`config.mk`:
```
export PLATFORM = sky130hd
export DESIGN_NAME = pot_calibrate_smooth_hysteresis_core
export DESIGN_NICKNAME = d
export VERILOG_FILES = /design/src/pcsh_pkg.sv /design/src/pcsh_ctrl.sv /design/src/pcsh_dpath.sv /design/src/pot_calibrate_smooth_hysteresis_core.sv
export SDC_FILE = /design/constraint.sdc
export NUM_CORES = 2
export LEC_CHECK = 0
export BUFFER_PORTS_ARGS = -buffer_cell sky130_fd_sc_hd__buf_2
export CAP_MARGIN = 10
export CELL_PAD_IN_SITES_DETAIL_PLACEMENT = 1
export CELL_PAD_IN_SITES_GLOBAL_PLACEMENT = 1
export CORE_MARGIN = 5
export CORE_UTILIZATION = 47
export CTS_CLUSTER_SIZE = 8
export DETAILED_ROUTE_END_ITERATION = 12
export PLACE_DENSITY = 0.85
export SLEW_MARGIN = 20
export SYNTH_ARGS = -nofsm -noshare
export SYNTH_HDL_FRONTEND = slang
export SYNTH_SLANG_ARGS = --single-unit
```
`constraint.sdc`:
```
create_clock -name clk_i -period 9.4 [get_ports clk_i]
set_clock_uncertainty 0.1 [all_clocks]
set_input_delay 0.94 -clock clk_i [delete_from_list [all_inputs] [get_ports clk_i]]
set_output_delay 0.94 -clock clk_i [all_outputs]
set_load 0.03 [all_outputs]
```
`src/pcsh_pkg.sv`:
```
// Package for the potentiometer calibrate, smooth and hysteresis block.
// Holds controller state and command types, register indexes and fixed constants.
// No dependencies.
package pcsh_pkg;

  // Controller states
  typedef enum logic [1:0] {
    ST_IDLE,
    ST_CAL,
    ST_STEP,
    ST_UPD
  } ctrl_state_e;

  // Configuration register indexes
  typedef enum logic [1:0] {
    REG_CAL_OFFSET = 2'd0,
    REG_CAL_GAIN   = 2'd1,
    REG_HYST_WIDTH = 2'd2
  } cfg_reg_e;

  // Commands from controller to datapath
  typedef struct packed {
    logic load;    // capture the incoming sample
    logic cal;     // calibrate: offset, gain, clamp
    logic step;    // smoother step product
    logic upd;     // update level, window and result
  } ctrl_cmd_t;

  localparam int unsigned SampleW = 16;
  localparam int unsigned GainW   = 24;
  localparam int unsigned LevelW  = 32;
  localparam int unsigned CfgIdxW = 2;

  // Smoother coefficient 3277/65536, signed form for the signed multiply
  localparam logic signed [13:0] AlphaQ16 = 14'sd3277;
  // 65535.0 in Q16.16
  localparam logic [LevelW-1:0] LevelMaxQ16 = 32'hFFFF_0000;

  localparam logic [SampleW-1:0] CalOffsetRst = 16'd0;
  localparam logic [GainW-1:0]   CalGainRst   = 24'd65536;
  localparam logic [SampleW-1:0] HystWidthRst = 16'd128;

endpackage

```
`src/pcsh_ctrl.sv`:
```
// Controller for the potentiometer conditioning block.
// Sequences load, calibrate, smoother step and update; owns the output valid.
// Depends on pcsh_pkg.
module pcsh_ctrl (
  input  logic                clk_i,
  input  logic                rst_ni,
  input  logic                in_valid_i,
  output logic                in_ready_o,
  output logic                out_valid_o,
  input  logic                out_ready_i,
  output pcsh_pkg::ctrl_cmd_t cmd_o
);

  pcsh_pkg::ctrl_state_e state_q, state_d;
  logic out_valid_q, out_valid_d;
  logic out_free;

  assign out_free = !out_valid_q || out_ready_i;

  // Next state
  always_comb begin
    state_d = state_q;
    case (state_q)
      pcsh_pkg::ST_IDLE: begin
        if (in_valid_i) state_d = pcsh_pkg::ST_CAL;
      end
      pcsh_pkg::ST_CAL:  state_d = pcsh_pkg::ST_STEP;
      pcsh_pkg::ST_STEP: state_d = pcsh_pkg::ST_UPD;
      pcsh_pkg::ST_UPD: begin
        if (out_free) state_d = pcsh_pkg::ST_IDLE;
      end
      default: state_d = pcsh_pkg::ST_IDLE;
    endcase
  end

  // Outputs and commands
  always_comb begin
    in_ready_o = 1'b0;
    cmd_o      = '0;
    case (state_q)
      pcsh_pkg::ST_IDLE: begin
        in_ready_o = 1'b1;
        cmd_o.load = in_valid_i;
      end
      pcsh_pkg::ST_CAL:  cmd_o.cal  = 1'b1;
      pcsh_pkg::ST_STEP: cmd_o.step = 1'b1;
      pcsh_pkg::ST_UPD:  cmd_o.upd  = out_free;
      default: ;
    endcase
  end

  // Hold the result valid until the request is taken
  always_comb begin
    out_valid_d = out_valid_q;
    if (out_valid_q && out_ready_i) out_valid_d = 1'b0;
    if (cmd_o.upd) out_valid_d = 1'b1;
  end

  always_ff @(posedge clk_i or negedge rst_ni) begin
    if (!rst_ni) begin
      state_q     <= pcsh_pkg::ST_IDLE;
      out_valid_q <= 1'b0;
    end else begin
      state_q     <= state_d;
      out_valid_q <= out_valid_d;
    end
  end

  assign out_valid_o = out_valid_q;

  a_accept_to_cal: assert property (@(posedge clk_i) disable iff (!rst_ni)
    (in_valid_i && in_ready_o) |=> (state_q == pcsh_pkg::ST_CAL))
    else $error("accepted request did not start calibration");

  a_upd_needs_room: assert property (@(posedge clk_i) disable iff (!rst_ni)
    cmd_o.upd |-> (!out_valid_q || out_ready_i))
    else $error("result overwritten before it was taken");

  a_upd_sets_valid: assert property (@(posedge clk_i) disable iff (!rst_ni)
    cmd_o.upd |=> (out_valid_q && state_q == pcsh_pkg::ST_IDLE))
    else $error("update did not present a result");

endmodule

```
`src/pcsh_dpath.sv`:
```
// Datapath for the potentiometer conditioning block: configuration registers,
// calibration multiply, smoother multiply, level and window state, result register.
// Depends on pcsh_pkg.
module pcsh_dpath (
  input  logic                                clk_i,
  input  logic                                rst_ni,
  input  pcsh_pkg::ctrl_cmd_t                 cmd_i,
  input  logic                                cfg_we_i,
  input  logic [pcsh_pkg::CfgIdxW-1:0]        cfg_index_i,
  input  logic [pcsh_pkg::GainW-1:0]          cfg_data_i,
  input  logic [pcsh_pkg::SampleW-1:0]        sample_i,
  output logic                                changed_o,
  output logic [pcsh_pkg::SampleW-1:0]        level_o
);

  logic [pcsh_pkg::SampleW-1:0] cal_offset_q;
  logic [pcsh_pkg::GainW-1:0]   cal_gain_q;
  logic [pcsh_pkg::SampleW-1:0] hyst_width_q;

  logic [pcsh_pkg::SampleW-1:0] sample_q;
  logic [pcsh_pkg::LevelW-1:0]  target_q, target_d;
  logic signed [30:0]           step_q, step_d;
  logic [pcsh_pkg::LevelW-1:0]  filt_q, filt_d;
  logic [pcsh_pkg::LevelW-1:0]  win_lo_q, win_lo_d;
  logic [pcsh_pkg::LevelW-1:0]  win_hi_q, win_hi_d;
  logic                         changed_q, changed_d;
  logic [pcsh_pkg::SampleW-1:0] level_q;

  logic [pcsh_pkg::SampleW:0]   diff;
  logic [39:0]                  cal_prod;
  logic signed [32:0]           err;
  logic signed [46:0]           err_prod;
  logic signed [33:0]           f_sum;
  logic [30:0]                  half;
  logic [32:0]                  lo_raw, hi_raw;

  // Configuration writes
  always_ff @(posedge clk_i or negedge rst_ni) begin
    if (!rst_ni) begin
      cal_offset_q <= pcsh_pkg::CalOffsetRst;
      cal_gain_q   <= pcsh_pkg::CalGainRst;
      hyst_width_q <= pcsh_pkg::HystWidthRst;
    end else if (cfg_we_i) begin
      case (pcsh_pkg::cfg_reg_e'(cfg_index_i))
        pcsh_pkg::REG_CAL_OFFSET: cal_offset_q <= cfg_data_i[pcsh_pkg::SampleW-1:0];
        pcsh_pkg::REG_CAL_GAIN:   cal_gain_q   <= cfg_data_i;
        pcsh_pkg::REG_HYST_WIDTH: hyst_width_q <= cfg_data_i[pcsh_pkg::SampleW-1:0];
        default: ;
      endcase
    end
  end

  // Calibrate: subtract offset, apply gain, clamp to 0 .. 65535.0
  always_comb begin
    diff     = {1'b0, sample_q} - {1'b0, cal_offset_q};
    cal_prod = 40'(diff[pcsh_pkg::SampleW-1:0]) * 40'(cal_gain_q);
    if (diff[pcsh_pkg::SampleW]) begin
      target_d = '0;
    end else if (cal_prod > 40'(pcsh_pkg::LevelMaxQ16)) begin
      target_d = pcsh_pkg::LevelMaxQ16;
    end else begin
      target_d = cal_prod[pcsh_pkg::LevelW-1:0];
    end
  end

  // Smoother step: floor((target - level) * alpha / 65536)
  always_comb begin
    err      = $signed({1'b0, target_q}) - $signed({1'b0, filt_q});
    err_prod = 47'(err) * 47'(pcsh_pkg::AlphaQ16);
    step_d   = err_prod[46:16];
  end

  // Update level, test the window and place a new one when left
  always_comb begin
    f_sum = $signed({2'b00, filt_q}) + 34'(step_q);
    if (f_sum < 0) begin
      filt_d = '0;
    end else if (f_sum > $signed({2'b00, pcsh_pkg::LevelMaxQ16})) begin
      filt_d = pcsh_pkg::LevelMaxQ16;
    end else begin
      filt_d = f_sum[pcsh_pkg::LevelW-1:0];
    end
    half      = {hyst_width_q, 15'b0};
    lo_raw    = {1'b0, filt_d} - {2'b00, half};
    hi_raw    = {1'b0, filt_d} + {2'b00, half};
    changed_d = (filt_d < win_lo_q) || (filt_d > win_hi_q);
    win_lo_d  = win_lo_q;
    win_hi_d  = win_hi_q;
    if (changed_d) begin
      win_lo_d = lo_raw[32] ? '0 : lo_raw[pcsh_pkg::LevelW-1:0];
      win_hi_d = (hi_raw > {1'b0, pcsh_pkg::LevelMaxQ16}) ? pcsh_pkg::LevelMaxQ16
                                                           : hi_raw[pcsh_pkg::LevelW-1:0];
    end
  end

  // Level and window state
  always_ff @(posedge clk_i or negedge rst_ni) begin
    if (!rst_ni) begin
      filt_q   <= '0;
      win_lo_q <= '0;
      win_hi_q <= '0;
    end else if (cmd_i.upd) begin
      filt_q   <= filt_d;
      win_lo_q <= win_lo_d;
      win_hi_q <= win_hi_d;
    end
  end

  // Pipeline payload and result register
  always_ff @(posedge clk_i) begin
    if (cmd_i.load) sample_q <= sample_i;
    if (cmd_i.cal)  target_q <= target_d;
    if (cmd_i.step) step_q   <= step_d;
    if (cmd_i.upd) begin
      changed_q <= changed_d;
      level_q   <= filt_d[pcsh_pkg::LevelW-1:pcsh_pkg::SampleW];
    end
  end

  assign changed_o = changed_q;
  assign level_o   = level_q;

endmodule

```
`src/pot_calibrate_smooth_hysteresis_core.sv`:
```
// Potentiometer conditioning block: offset and gain calibration, a one-pole
// smoother with alpha 3277/65536 in Q16.16, and a hysteresis window that flags
// changes of the smoothed level. A request is loaded at the accepting edge in
// the idle cycle; the calibration multiply, the smoother multiply and the
// update follow in turn, and the update registers the result and offers it.
// The update waits while the output register holds an untaken result, and
// one request is in work at a time: a new one is accepted only after the
// previous update. A finished result waits in the output register while the
// next request is accepted. Depends on pcsh_pkg, pcsh_ctrl, pcsh_dpath.
module pot_calibrate_smooth_hysteresis_core (
  input  logic        clk_i,
  input  logic        rst_ni,
  input  logic        s_axis_tvalid_i,
  output logic        s_axis_tready_o,
  input  logic [15:0] s_axis_tdata_i,   // [15:0] sample
  output logic        m_axis_tvalid_o,
  input  logic        m_axis_tready_i,
  output logic [15:0] m_axis_tdata_o,   // [15:0] level
  output logic        m_axis_tuser_o,   // [0] changed
  input  logic        cfg_valid_i,
  output logic        cfg_ready_o,
  input  logic [1:0]  cfg_index_i,
  input  logic [23:0] cfg_data_i
);

  pcsh_pkg::ctrl_cmd_t cmd;

  // Take configuration writes at any time
  assign cfg_ready_o = 1'b1;

  pcsh_ctrl u_ctrl (
    .clk_i       (clk_i),
    .rst_ni      (rst_ni),
    .in_valid_i  (s_axis_tvalid_i),
    .in_ready_o  (s_axis_tready_o),
    .out_valid_o (m_axis_tvalid_o),
    .out_ready_i (m_axis_tready_i),
    .cmd_o       (cmd)
  );

  pcsh_dpath u_dpath (
    .clk_i       (clk_i),
    .rst_ni      (rst_ni),
    .cmd_i       (cmd),
    .cfg_we_i    (cfg_valid_i && cfg_ready_o),
    .cfg_index_i (cfg_index_i),
    .cfg_data_i  (cfg_data_i),
    .sample_i    (s_axis_tdata_i),
    .changed_o   (m_axis_tuser_o),
    .level_o     (m_axis_tdata_o)
  );

endmodule

```
Word-level counts from Yosys, hierarchy flattened
Index checks and enable logic that the tools add are counted.

operators by class
  add/sub/neg operators = 5
  multipliers = 2
  div/mod/pow operators = 0
  order comparisons = 6
  eq/ne operators = 7
  shift-type cells = 0
  muxes and demuxes = 15
  bitwise gates (word level) = 0
  reductions and logical operators = 13

operators by type and width
  kind                                                             number
  two-way mux 32 bit                                               5
  multiplier 33 x 13 -> 46 bit, second input constant              1
  greater-than comparator 40 x 32 -> 1 bit, second input constant  1
  multiplier 16 x 24 -> 40 bit                                     1
  adder 33 x 30 -> 34 bit                                          1
  greater-than comparator 34 x 33 -> 1 bit, second input constant  1
  less-than comparator 34 x 1 -> 1 bit, second input constant      1
  adder 32 x 31 -> 33 bit                                          1
  greater-than comparator 33 x 32 -> 1 bit, second input constant  1
  subtractor 32 x 31 -> 33 bit                                     1
  subtractor 32 x 32 -> 33 bit                                     1
  greater-than comparator 32 bit                                   1
  less-than comparator 32 bit                                      1
  subtractor 16 x 16 -> 17 bit                                     1
  AND reduction 2 bit                                              5
  one-hot mux 2 bit (4 select lines)                               1
  two-way mux 1 bit                                                7
  == test 2 bit, second input constant                             3
  == test 2 x 1 -> 1 bit, second input constant                    2
  logical NOT 2 bit                                                2
  two-way mux 2 bit                                                2
  logical OR 1 bit                                                 2
  inequality test 2 x 1 -> 1 bit, second input constant            1
  inequality test 2 bit, second input constant                     1
  4 further kinds                                                  4

storage, ports and cells
  register bits = 250
  latch bits = 0
  bits in writable memories = 0
  ROM bits = 0
  input port bits = 47
  output and inout port bits = 20
  logic and storage cells = 62
  memories = 0

Logic depth before layout (Yosys ltp)
  word-level depth = 7
  depth in mapped cells = 40
  gate-level depth less buffers = 37

By module
From an unflattened synthesis, not the netlist that was laid out.

second synthesis, totals
  cell total of the unflattened synthesis = 3982
  area, all modules = 36537.5 µm²

modules (own cells, without submodules)
  module                                times used  cells each  area an instance (µm²)  seq. area each (µm²)
  pcsh_dpath                            1           3959        36298.6                 6658.9
  pcsh_ctrl                             1           21          227.7                   75.1
  pot_calibrate_smooth_hysteresis_core  1           2           11.3                    0.0

Worst setup path after synthesis
No wires, ideal clock.

  path type = flip-flop to flip-flop
  from = reg u_dpath.sample_q[1] in the netlist's numbering
  to = reg u_dpath.target_q[10] in the netlist's numbering (data pin)
  library setup time = 0.270 ns
  arrival time = 9.465 ns
  setup slack = -0.435 ns
  stages on the path, launching flop included = 38
  buffers on the path = 5
  period minus slack after synthesis = 9.835 ns
  path through = edfxtp_1 -> ha_1 -> nor2b_1 -> o21ai_0 -> a21boi_0 -> o21ai_0 -> nand2b_1 -> a21o_1 -> a21oi_1 -> o211a_1 -> or4_1 -> clkbuf_1 -> and2_0 -> clkbuf_1 -> clkbuf_1 -> o311ai_0 -> fa_1 -> fa_1 -> [... 2 more ...] -> fa_1 -> inv_1 -> fa_1 -> inv_1 -> ha_1 -> clkbuf_1 -> a21o_1 -> a21o_1 -> a21o_1 -> a21o_1 -> a21o_1 -> a22o_1 -> a21o_1 -> o21bai_1 -> or4_1 -> o41ai_4 -> buf_2 -> nor3_1

on the way
  word-level cells in the longest chain between the ends = 4

RTL lines
  element                                   line               text
  start, declared                           pcsh_dpath.sv:20   logic [pcsh_pkg::SampleW-1:0] sample_q;
  start signal, assigned                    pcsh_dpath.sv:111  if (cmd_i.load) sample_q <= sample_i;
  subtractor 16 x 16 -> 17 bit (*)          pcsh_dpath.sv:55   diff = {1'b0, sample_q} - {1'b0, cal_offset_q};
  multiplier 16 x 24 -> 40 bit              pcsh_dpath.sv:56   cal_prod = 40'(diff[pcsh_pkg::SampleW-1:0]) * 40'(cal_gain_q);
  greater-than comparator 40 x 32 -> 1 bit  pcsh_dpath.sv:59   end else if (cal_prod > 40'(pcsh_pkg::LevelMaxQ16)) begin
  OR reduction 2 bit (no line)              -
  end signal, assigned                      pcsh_dpath.sv:112  if (cmd_i.cal) target_q <= target_d;
  end, declared                             pcsh_dpath.sv:21   logic [pcsh_pkg::LevelW-1:0] target_q, target_d;

Every way passes the cells marked *; elsewhere a longest branch is shown, timed or not.
A chain may end at the register's enable or synchronous reset.

Worst setup path in the final report
  from = reg u_dpath.cal_offset_q[9] in the netlist's numbering
  to = reg u_dpath.target_q[5] in the netlist's numbering (data pin)

on the way
  word-level cells in the longest chain between the ends = 4

RTL lines
  element                                   line              text
  start, declared                           pcsh_dpath.sv:16  logic [pcsh_pkg::SampleW-1:0] cal_offset_q;
  start signal, assigned                    pcsh_dpath.sv:40  cal_offset_q <= pcsh_pkg::CalOffsetRst;
  start signal, assigned                    pcsh_dpath.sv:45  pcsh_pkg::REG_CAL_OFFSET: cal_offset_q <= cfg_data_i[pcsh_pkg::SampleW-1:0];
  subtractor 16 x 16 -> 17 bit (*)          pcsh_dpath.sv:55
  multiplier 16 x 24 -> 40 bit              pcsh_dpath.sv:56
  greater-than comparator 40 x 32 -> 1 bit  pcsh_dpath.sv:59
  OR reduction 2 bit (no line) (*)          -

Marks and branches as above.

==> results.tsv <==
metric	value	unit
outcome	complete, but fails checks	
violated checks	capacitance limit, slew limit, setup timing	
most common cell in the netlist	inv_1	
Crit Path Class	register to register	
Hold Path Class	input pin to async pin	
drt first pass iters	6	
kind of start point of the critical path	register	
gpl congestion	0.9298	
vias per std cell	6.559	
Post-synth EDFFs	95	
Post-synth top cells	744 x inv_1, 457 x fa_1, 416 x ha_1	
Layout area overhead	13.90	%
global route overflow	0	
top-area cell type share of the netlist area	0.2453	
sequential-to-total area share from yosys stat	0.1805	
placed cells	5189	
utilization after layout	0.5387	
R2R cell count	29	
highest net fanout along the worst path	17	
Port-buffer cells	65	
Synth warnings	0	
vias in the first global route	37553	
Setup TNS	-42.20	ns
post-synthesis net count	5019	
met2 Use GR	0.5540	
Initial Utilization	0.4729	
Final Routed Wirelength	162.2	mm
ys flop type	dfrtp_1	
Clock Latency Late Sink	0.62	ns
RSZ-0062 raised after global routing	true	
CTS tree	done	
largest net degree at the start of global routing	65	
Tcrit/Tclk final	1.164	
Crit-path slowest cell	nor3_1	
Hold Violations, Final	0	
Avg WL per Cell	30.43	um
root buf cell	clkbuf_16	
slowest stage delay, CP	1.35	ns
share of cells above drive strength 1	0.1429	
nets	5168	
Clock Sinks	250	
Syn Std Cell Area	37300	um^2
Inserted Clock Buffers	39	
critical path required time	9.64	ns
Arrival @ worst endpoint	11.18	ns
Placement Cell Area	39630	um^2
Reg-to-Reg End	u_dpath.target_q[5]$_SDFFCE_PP0N_	
clock buffer depth	3	
met3 Usage GRT	0.07210	
post-synthesis cell type count	88	
antenna violations before repair	9	
fin area	42490	um^2
Global Route met1 Usage	0.3637	
Crit. End Element	register	
CORE AREA	78870	um^2
worst slew pin tran	1.677	ns
synthesized area per cell	9.100	um^2
final worst-path setup slack	-1.538	ns
via count	34955	
# rows	103	
I/O pin count	67	
register bit total from synthesis	250	
post-route ant nets	0	
DR iter-0 viols	3704	
Critical Path Most Common Cell	fa_1	
Async SR Flop Fraction	0.6200	
non-filler cells, final	5329	
final setup vio count	32	
RR Startpoint	u_dpath.cal_offset_q[9]$_DFFE_PN0P_	
GRT Overall Usage	0.3257	
GRT Max-Usage Layer	met2	
Die Area	85100	um^2
Slew Viols, Final	4	
CTS clock-pin slew for the worst setup and hold paths	0.07	ns
Syn Inst Count	4099	
Die H	291.7	um
Residual DRC	0	
Die X	291.7	um
first-pass GRT wire length	218.4	mm
Synth area leaders	fa_1 25%, ha_1 14%, dfrtp_1 10%	
maximum clock rate	91.43	MHz
Max-slew headroom	-0.1263	
R2R Setup Slk	-1.54	ns
Final HPWL DP	97.68	mm
Synth area leader	fa_1	
Max Cap Viol	1	
Period minus WS final	10.94	ns
H-Tree Depth	2	
## cells by family after synthesis
family	synth area share
other cells	0.0001005
mux	0.01674
fa+ha+maj	0.3848
xor+xnor	0.03639
simple gates	0.1382
flops	0.1805
compound gates	0.1485
buf+inv	0.09469
## area by class of cell
class / instances / area, um^2
inverters: 745 / 2796
well taps: 1050 / 1314
repair buffers: 295 / 2333
flip-flops and latches: 250 / 6734
fillers: 8997 / 36380
clock buffers: 60 / 1055
clock inverters: 9 / 198.9
multi-input cells: 2917 / 28050
diodes: 3 / 7.507
## worst max-delay path, delay by kind of cell, from the launching register on
family / cells / cell delay [ns]
compound gates: 5 / 1.14
xor+xnor: 1 / 0.14
fa+ha+maj: 8 / 4.39
buf+inv: 7 / 1.23
flops: 1 / 0.40
simple gates: 8 / 3.23
## worst max path at each step
stage | from | endpoint | depth (start not counted)
floorplan | u_dpath.sample_q[1]$_DFFE_PP_ | u_dpath.target_q[10]$_SDFFCE_PP0N_ | 35
global placement | u_dpath.sample_q[1]$_DFFE_PP_ | u_dpath.target_q[10]$_SDFFCE_PP0N_ | 32
detailed placement | u_dpath.sample_q[1]$_DFFE_PP_ | u_dpath.target_q[12]$_SDFFCE_PP0N_ | 34
CTS | u_dpath.cal_offset_q[0]$_DFFE_PN0P_ | u_dpath.target_q[2]$_SDFFCE_PP0N_ | 35
global route | u_dpath.cal_offset_q[9]$_DFFE_PN0P_ | u_dpath.target_q[14]$_SDFFCE_PP0N_ | 30
finish | u_dpath.cal_offset_q[9]$_DFFE_PN0P_ | u_dpath.target_q[5]$_SDFFCE_PP0N_ | 29
## registers in the layout, summed over array words and instances (netlist names)
signal / count
u_dpath.win_hi_q: 32
u_dpath.level_o: 16
u_dpath.filt_q: 32
u_ctrl.state_q: 2
u_dpath.target_q: 32
u_dpath.cal_gain_q: 24
u_dpath.hyst_width_q: 16
u_dpath.sample_q: 16
u_dpath.changed_o: 1
u_ctrl.out_valid_o: 1
u_dpath.cal_offset_q: 16
u_dpath.win_lo_q: 32
u_dpath.step_q: 30
## layout by cell type (no fill, tap or decap), types with 47 or more instances in the layout
| master | instances |
|---|---|
| o21ai_0 | 117 |
| a21o_1 | 94 |
| mux2_2 | 51 |
| buf_4 | 198 |
| xnor2_1 | 85 |
| and2_1 | 113 |
| nand3_1 | 68 |
| nor3_1 | 58 |
| nor2_1 | 130 |
| xor2_1 | 57 |
| inv_1 | 721 |
| edfxtp_1 | 95 |
| a22o_1 | 47 |
| nand2_1 | 362 |
| dfrtp_1 | 153 |
| ha_1 | 395 |
| fa_1 | 432 |
| buf_2 | 64 |
| nand2b_1 | 53 |
| a21oi_1 | 159 |
## metrics by stage
step / worst slack (ns) / hold WS (ns)
floorplan: 0.005136 / 0.3498
global placement: -0.01240 / 0.3607
detailed placement: -0.4973 / 0.3763
CTS: 0.0001448 / 0.2113
global route: -1.386 / 0.2266
finish: -1.538 / 0.1944
## timing repair
item / CTS / global route
endpoints found under the setup margin: 32 / 49
cloned: 1 / 2
hold buffers: 0 / 0
gates resized for setup: 91 / 154
setup buffers: 32 / 35
pin swaps: 77 / 128
## per-layer routing
metal,vias up,part of all wire
met5,-,0.0013
met4,12,0.11
met3,1169,0.11
met2,2469,0.45
met1,17365,0.33
li1,13940,-
Power is not shown: default switching activity piles up to over one toggle a cycle in this logic, so the estimate is an artifact.
